### src/sv/vsp_pkg.sv
`timescale 1ns / 1ps
`default_nettype none
// ----------------------------------------------------------------------------
// vsp_pkg
// Types and constants shared by the vertex screen projection unit.
// ----------------------------------------------------------------------------
package vsp_pkg;

    localparam int SCREEN_WIDTH  = 1024;
    localparam int SCREEN_HEIGHT = 1024;

    localparam int SCREEN_MAX = (SCREEN_WIDTH > SCREEN_HEIGHT) ? SCREEN_WIDTH : SCREEN_HEIGHT;
    localparam int QB         = (SCREEN_MAX > 2) ? $clog2(SCREEN_MAX) : 1;

    localparam int CW   = 50;          // clip coordinate width, signed
    localparam int DENW = CW - 1;      // positive w width
    localparam int NUMW = DENW + QB;   // dividend width

    localparam int NUM_REGS = 8;
    localparam int CFG_IW   = 8;
    localparam int CFG_DW   = 64;

    localparam logic signed [CW-1:0] W_MIN = CW'(6553);

    localparam logic signed [13:0] HALF_W = 14'(SCREEN_WIDTH / 2);
    localparam logic signed [13:0] HALF_H = 14'(SCREEN_HEIGHT / 2);
    localparam logic signed [13:0] SIZE_W = 14'(SCREEN_WIDTH);
    localparam logic signed [13:0] SIZE_H = 14'(SCREEN_HEIGHT);

    typedef struct packed {
        logic signed [31:0] point_x;
        logic signed [31:0] point_y;
        logic signed [31:0] point_z;
    } t_vsp_in;

    typedef struct packed {
        logic       visible;
        logic [9:0] screen_x;
        logic [9:0] screen_y;
    } t_vsp_out;

    typedef struct packed {
        logic            vis;
        logic [NUMW-1:0] num_x;
        logic [NUMW-1:0] num_y;
        logic [DENW-1:0] den;
    } t_div_in;

    typedef struct packed {
        logic          vis;
        logic [QB-1:0] quo_x;
        logic [QB-1:0] quo_y;
    } t_div_out;

endpackage
`default_nettype wire

### src/sv/vsp_div.sv
`timescale 1ns / 1ps
`default_nettype none
// ----------------------------------------------------------------------------
// vsp_div
// Pipelined restoring divider, one quotient bit per stage, x and y sharing w.
// ----------------------------------------------------------------------------
module vsp_div
    import vsp_pkg::*;
(
    input  wire logic     i_clk,
    input  wire logic     i_rst_n,
    input  wire logic     i_valid,
    input  wire t_div_in  i_data,
    output logic          o_valid,
    output t_div_out      o_data
);

    logic            r_v   [QB];
    logic            r_vis [QB];
    logic [NUMW-1:0] r_rx  [QB];
    logic [NUMW-1:0] r_ry  [QB];
    logic [DENW-1:0] r_den [QB];
    logic [QB-1:0]   r_qx  [QB];
    logic [QB-1:0]   r_qy  [QB];

    genvar s;
    generate
        for (s = 0; s < QB; s++) begin : g_stage
            logic            src_v;
            logic            src_vis;
            logic [NUMW-1:0] src_rx;
            logic [NUMW-1:0] src_ry;
            logic [DENW-1:0] src_den;
            logic [QB-1:0]   src_qx;
            logic [QB-1:0]   src_qy;
            logic [NUMW-1:0] sh;
            logic            gx;
            logic            gy;

            if (s == 0) begin : g_first
                assign src_v   = i_valid;
                assign src_vis = i_data.vis;
                assign src_rx  = i_data.num_x;
                assign src_ry  = i_data.num_y;
                assign src_den = i_data.den;
                assign src_qx  = '0;
                assign src_qy  = '0;
            end else begin : g_next
                assign src_v   = r_v[s-1];
                assign src_vis = r_vis[s-1];
                assign src_rx  = r_rx[s-1];
                assign src_ry  = r_ry[s-1];
                assign src_den = r_den[s-1];
                assign src_qx  = r_qx[s-1];
                assign src_qy  = r_qy[s-1];
            end

            assign sh = NUMW'(src_den) << (QB - 1 - s);
            assign gx = (src_rx >= sh);
            assign gy = (src_ry >= sh);

            always_ff @(posedge i_clk) begin
                if (!i_rst_n) begin
                    r_v[s] <= 1'b0;
                end else begin
                    r_v[s] <= src_v;
                end
            end

            always_ff @(posedge i_clk) begin
                r_vis[s] <= src_vis;
                r_den[s] <= src_den;
                r_rx[s]  <= gx ? (src_rx - sh) : src_rx;
                r_ry[s]  <= gy ? (src_ry - sh) : src_ry;
                r_qx[s]  <= src_qx | (QB'(gx) << (QB - 1 - s));
                r_qy[s]  <= src_qy | (QB'(gy) << (QB - 1 - s));
            end
        end
    endgenerate

    assign o_valid      = r_v[QB-1];
    assign o_data.vis   = r_vis[QB-1];
    assign o_data.quo_x = r_qx[QB-1];
    assign o_data.quo_y = r_qy[QB-1];

endmodule
`default_nettype wire

### config.mk
export PLATFORM = sky130hd
export DESIGN_NAME = vsp_div
export DESIGN_NICKNAME = d
export VERILOG_FILES = /design/src/sv/vsp_pkg.sv /design/src/sv/vsp_div.sv
export SDC_FILE = /design/constraint.sdc
export NUM_CORES = 2
export LEC_CHECK = 0
export BUFFER_PORTS_ARGS = -buffer_cell sky130_fd_sc_hd__buf_2
export CORE_UTILIZATION = 50
export DETAILED_ROUTE_END_ITERATION = 10
export PLACE_DENSITY_LB_ADDON = 0.1
export SYNTH_ARGS = -nofsm -noshare
export SYNTH_HDL_FRONTEND = slang
export SYNTH_SLANG_ARGS = --single-unit
### constraint.sdc
create_clock -name i_clk -period 3.8 [get_ports i_clk]
set_input_delay 0.19 -clock i_clk [delete_from_list [all_inputs] [get_ports i_clk]]
set_output_delay 0.19 -clock i_clk [all_outputs]
set_load 0.03 [all_outputs]
# [After elaboration in Yosys (flattened, before gate mapping)]
# Memory sizes are Yosys's and may differ from the RTL's.
# Index checks and enable logic that the tools add are counted.
# W data, S select, Z words.
[word_totals] in_bits=171 latch_bits=0 ff_bits=0 n_memories=7 ramBits=1890 rom_bits=0
[classes] mul=0 n_eq_ne=0 bitwise=28 order_cmp=20 n_mux=32 n_addsub=20 n_div=0 shift=0 n_reduce_logical=0
[mem_list] memory="r_rx" words=10 width=59 read_ports=9 rd_ports_with_merged_regs=0 wr=10 line="vsp_div.sv:20" text="logic [NUMW-1:0] r_rx [QB];"
[mem_list] memory="r_ry" words=10 width=59 read_ports=9 rd_ports_with_merged_regs=0 wr=10 line="vsp_div.sv:21" text="logic [NUMW-1:0] r_ry [QB];"
[mem_list] memory="r_den" words=10 width=49 read_ports=9 rd_ports_with_merged_regs=0 wr=10 line="vsp_div.sv:22" text="logic [DENW-1:0] r_den [QB];"
[mem_list] memory="r_qx" words=10 width=10 read_ports=10 rd_ports_with_merged_regs=0 wr=10 line="vsp_div.sv:23" text="logic [QB-1:0] r_qx [QB];"
[mem_list] memory="r_qy" words=10 width=10 read_ports=10 rd_ports_with_merged_regs=0 wr=10 line="vsp_div.sv:24" text="logic [QB-1:0] r_qy [QB];"
[mem_list] memory="r_v" words=10 width=1 read_ports=10 rd_ports_with_merged_regs=0 wr=10 line="vsp_div.sv:18" text="logic r_v [QB];"
[mem_list] memory="1 more memories"
[op_table] operator="$mux W59" count=20
[op_table] operator="$ge A59 B49 Y1" count=2
[op_table] operator="$ge A59 B50 Y1" count=2
[op_table] operator="$ge A59 B51 Y1" count=2
[op_table] operator="$ge A59 B52 Y1" count=2
[op_table] operator="$ge A59 B53 Y1" count=2
[op_table] operator="$ge A59 B54 Y1" count=2
[op_table] operator="$ge A59 B55 Y1" count=2
[op_table] operator="$ge A59 B56 Y1" count=2
[op_table] operator="$ge A59 B57 Y1" count=2
[op_table] operator="$ge A59 B58 Y1" count=2
[op_table] operator="$sub A59 B49 Y59" count=2
[op_table] operator="$sub A59 B50 Y59" count=2
[op_table] operator="$sub A59 B51 Y59" count=2
[op_table] operator="$sub A59 B52 Y59" count=2
[op_table] operator="$sub A59 B53 Y59" count=2
[op_table] operator="$sub A59 B54 Y59" count=2
[op_table] operator="$sub A59 B55 Y59" count=2
[op_table] operator="$sub A59 B56 Y59" count=2
[op_table] operator="$sub A59 B57 Y59" count=2
[op_table] operator="$sub A59 B58 Y59" count=2
[op_table] operator="$or A10 B1 Y10" count=2
[op_table] operator="$or A10 B2 Y10" count=2
[op_table] operator="$or A10 B3 Y10" count=2
[op_table] operator="other kinds (8)" count=34

# [Logic depth before layout (Yosys ltp)]
# An unclocked memory read counts as a cell.
[logic_depth] depth_word=3 depth_mapped=16

# [Worst setup path after synthesis]
# Ideal clock, no wire load.
[synth_timing] path_kind="reg2reg" start="memory r_den[2][1] (netlist name)" end="memory r_ry[3][10] (netlist name)" slack_ps=480 path_stages_with_launch=14 arrival_ps=3200 setup_ps=121 synth_period_minus_slack_ps=3320 cell_sequence="dfxtp_1 > inv_1 > ha_1 > nor2b_1 > o211a_1 > o21ai_1 > o31ai_1 > o21ai_1 > o21ai_1 > a41oi_2 > o21ai_1 > a211oi_2 > buf_2 > mux2_2"
[synth_rtl] element="start: declaration" line="vsp_div.sv:22"
[synth_rtl] element="end: declaration" line="vsp_div.sv:21"

==> metrics.md <==
| Metric | Value |
|---|---|
| Status | `finished clean` |
| Peak supply drop | `0.578 mV` |
| Starting density of the core | `0.504` |
| Finished Core Util | `0.618` |
| Initial antenna violation count | `10` |
| Worst path most repeated cell | `buf_4` |
| Min Tclk post-route | `between 3 and 4 ns` |
| Nets | `around 14000` |
| Reg clk slew, reported paths | `approximately 0.06 ns` |
| Clock Tree Buf Depth | `3` |
| Max_cap viols | `0` |
| Comb pwr share | `0.578` |
| Ratio of cells with drive above 1 in the final layout | `0.158` |
| Required @ worst endpoint | `around 4.6 ns` |
| Row count | `~160` |
| Startpoint types | `input port` |
| Net Switching | `48.4 mW` |
| Wirelength per Cell | `approximately 22 um` |
| Max frequency | `0.264 GHz` |
| Flop2flop setup slack | `between 0.007 and 0.008 ns` |
| Crit-path max cell delay | `around 0.57 ns` |
| Synth-to-Final Area Change | `22.6%` |
| Latest clock arrival within the worst-skew pair | `around 0.88 ns` |
| I/O Buffers | `~190` |
| Relative slew margins | `0.157` |
| Crit. End Element | `flop` |
| Crit path max-delay cell type | `dlygate4sd3_1` |
| Core region area | `between 0.15 and 0.2 mm2` |
| Synth Net Count | `13100` |
| Hold Path End | `r_rx[0][57]$_DFF_P_` |
| Number of DRC markers in iteration 0 | `8390` |
| Pwr per Cell Area | `920 mW/mm2` |
| Final setup violation count | `0` |
| Crit path DAT | `between 4 and 5 ns` |
| Clock root buffer | `clkbuf_16` |
| Die Width | `~450 um` |
| Fraction of registers with async set or reset after synthesis | `0` |
| Worst Tran Pin Value | `about 1.3 ns` |
| WL final | `between 300000 and 400000 um` |
| R2r startpoint | `r_den[0][6]$_DFF_P_` |
| WHS Path Cells | `4` |
| Via count of the first global-routing pass | `roughly 94000` |
| Reg2reg end | `r_ry[1][9]$_DFF_P_` |
| Commonest register cell after synthesis | `dfxtp_1` |
| Internal | `62.5 mW` |
| Most frequent cells in the layout | `dfxtp_1 (1616), a21oi_1 (1236), buf_4 (1171)` |
| Post-synth design cell area | `0.0983 mm2` |
| Inserted Clock Buffers | `180` |
| H-Tree Depth | `4` |
| Switch share | `0.436` |
| Pre-Repair DR Iteration Count | `6` |
| Register area share after synthesis | `0.332` |
| Most common cell after layout, fill and taps aside | `dfxtp_1` |
| Number of remaining DRC errors | `0` |
| Clock network power share | `0.168` |
| Fin Setup TNS | `0 ns` |
| Die Footprint | `roughly 0.20 mm2` |
| Fin crit share | `0.998` |
| Hold Path Class | `input port to flop` |
| Slew Viols, Final | `0` |
| Height of the die | `between 400 and 500 um` |
| Flop pwr share | `0.254` |
| Syn Inst Count | `12000` |
| CP max FO | `5` |
| Number of synthesized flops with an enable pin | `0` |
| Syn. warnings | `0` |
| Largest net degree at the start of global routing | `81` |
| Reg2reg path depth | `13` |
| Top Ports | `193` |
| Clk sinks | `1633` |
| Seq cells post-synth | `approximately 1600` |
| Post-route ant nets | `0` |
| Crit-path cells | `dlygate4sd3_1, buf_2, inv_1, ha_1, a21oi_1, nor2b_1, nor3_1, buf_4, nor2_1, a31oi_1, o31ai_2, a21oi_1, buf_4, o21ai_0, buf_4, a211oi_1, xor2_1, o21ai_0, dlygate4sd3_1` |
| Total track usage | `0.343` |
| First-pass GRT wire length | `roughly 530000 um` |
| Leak | `55.4 nW` |
| HPWL after DPL | `around 290000 um` |
| Syn_area_per_cell | `8.22 um2` |
| Total number of vias | `about 94000` |
| Via-to-Cell Ratio | `a little under 6` |
| GPL Wtd Cong | `1.02` |
| Overflow after GRT | `0` |
| Clock Skews | `around 0.035 ns` |
| Beginning of the worst hold path | `i_data[165]` |
| Setup CP Type | `input port to flop` |
| CTS tree | `yes` |
| Number of library cell types mapped by synthesis | `between 100 and 150` |
| Hold Vio Cnt, Final | `0` |
[stage by stage]
step | power (mW) | hold slack [ns] | cell area [um2] | worst slack (ns) | instances
5_1_grt | 118 | 0.0867 | 121000 | -0.120 | 16100
2_1_floorplan | 66.8 | 0.218 | 98300 | 0.480 | 12000
3_5_place_dp | 89.2 | 0.294 | 110000 | -0.496 | 15500
3_3_place_gp | 88.3 | 0.292 | 110000 | -0.431 | 15500
6_report | 111 | 0.0969 | 121000 | 0.00768 | 16100
4_1_cts | 109 | 0.0247 | 119000 | -0.0598 | 16100
[cell type report]
type | count | area (um2)
inverter | 767 | 2880
tap | 2624 | 3280
multi-input combinational | 9085 | 62000
antenna | 27 | 67.6
fill | 16800 | 74700
timing repair buffer | 1661 | 13200
sequential | 1633 | 32700
clock inverter | 103 | 1430
clock buffer | 233 | 4990
[cells by family (layout without fill, tap and decap cells)]
kind of cell,after synthesis,count (layout),synth area share
adders and majority gates,998,998,0.128
xor gates and xnor gates,880,880,0.0784
and+or+nand+nor,3239,3239,0.157
other,0,27,0
DFF,1633,1633,0.332
muxes,117,117,0.0132
buffers and inverters,1240,2764,0.0493
AOI/OAI and AO/OA,3851,3851,0.242
[critical path, delay by kind of cell]
family | cells | cell delay, ns
compound gates | 7 | 1.41
simple gates | 3 | 0.52
xor+xnor | 1 | 0.16
fa+ha+maj | 1 | 0.41
buf+inv | 7 | 1.88
[flip-flops by register name, indices dropped and copies added (netlist names)]
register and flops:
r_qy 55, r_v 10, r_qx 55, r_den 441
r_rx 531, r_ry 531, r_vis 10
[layer usage]
layer / track usage / part of all wire
met3: 0.0323 / 0.042
met2: 0.620 / 0.49
met1: 0.375 / 0.38
met4: 0.247 / 0.090
met5: 0 / 0
[how the worst max path moves through the flow]
| stage | slack [ns] | from | endpoint |
|---|---|---|---|
| final | 0.008 | i_data[3] | r_rx[0][56]$_DFF_P_ |
| after global placement | -0.43 | r_ry[7][1]$_DFF_P_ | r_ry[8][57]$_DFF_P_ |
| after CTS | -0.06 | r_ry[7][1]$_DFF_P_ | r_ry[8][57]$_DFF_P_ |
| after detailed placement | -0.50 | r_ry[7][1]$_DFF_P_ | r_ry[8][57]$_DFF_P_ |
| after floorplan | 0.48 | r_den[2][1]$_DFF_P_ | r_ry[3][10]$_DFF_P_ |
| after global routing | -0.12 | r_den[3][12]$_DFF_P_ | r_rx[4][58]$_DFF_P_ |
[repair_timing]
| item | CTS | global route |
|---|---|---|
| pin swaps | 8 | 62 |
| cloned | 1 | 8 |
| setup endpoints to repair | 189 | 565 |
| resized for setup | 51 | 212 |
| endpoints found under the hold margin | 178 | 0 |
| hold buffers | 254 | 0 |
| buffers inserted | 4 | 30 |
[cell usage after synthesis, types with 76 or more instances]
cell type,n,area (um2)
a21o_1,629,4720
o21bai_1,166,1250
nand2_1,1128,4230
nor4_1,81,507
clkbuf_1,359,1350
inv_1,763,2860
buf_2,76,380
nor3_1,160,801
mux2_2,103,1160
and3_1,102,638
nor2_1,750,2820
xor2_1,359,3140
nand3_1,215,1080
nor2b_1,140,876
a31oi_1,109,682
dfxtp_1,1633,32700
ha_1,980,12300
a21oi_1,1262,6320
o21ai_0,991,4960
o21a_1,101,758
nand4_1,244,1530
nand2b_1,131,820
xnor2_1,521,4560
[power by group through the flow]
stage / logic, mW / registers [mW] / clock network (mW)
finish: 64.1 / 28.2 / 18.6
global placement: 60.2 / 28.1 / 0
global route: 69.6 / 28.6 / 19.6
detailed placement: 61.0 / 28.2 / 0
CTS: 62.0 / 27.9 / 18.9
floorplan: 40.6 / 26.1 / 0
Note: power is estimated with default switching activity, not from simulation.
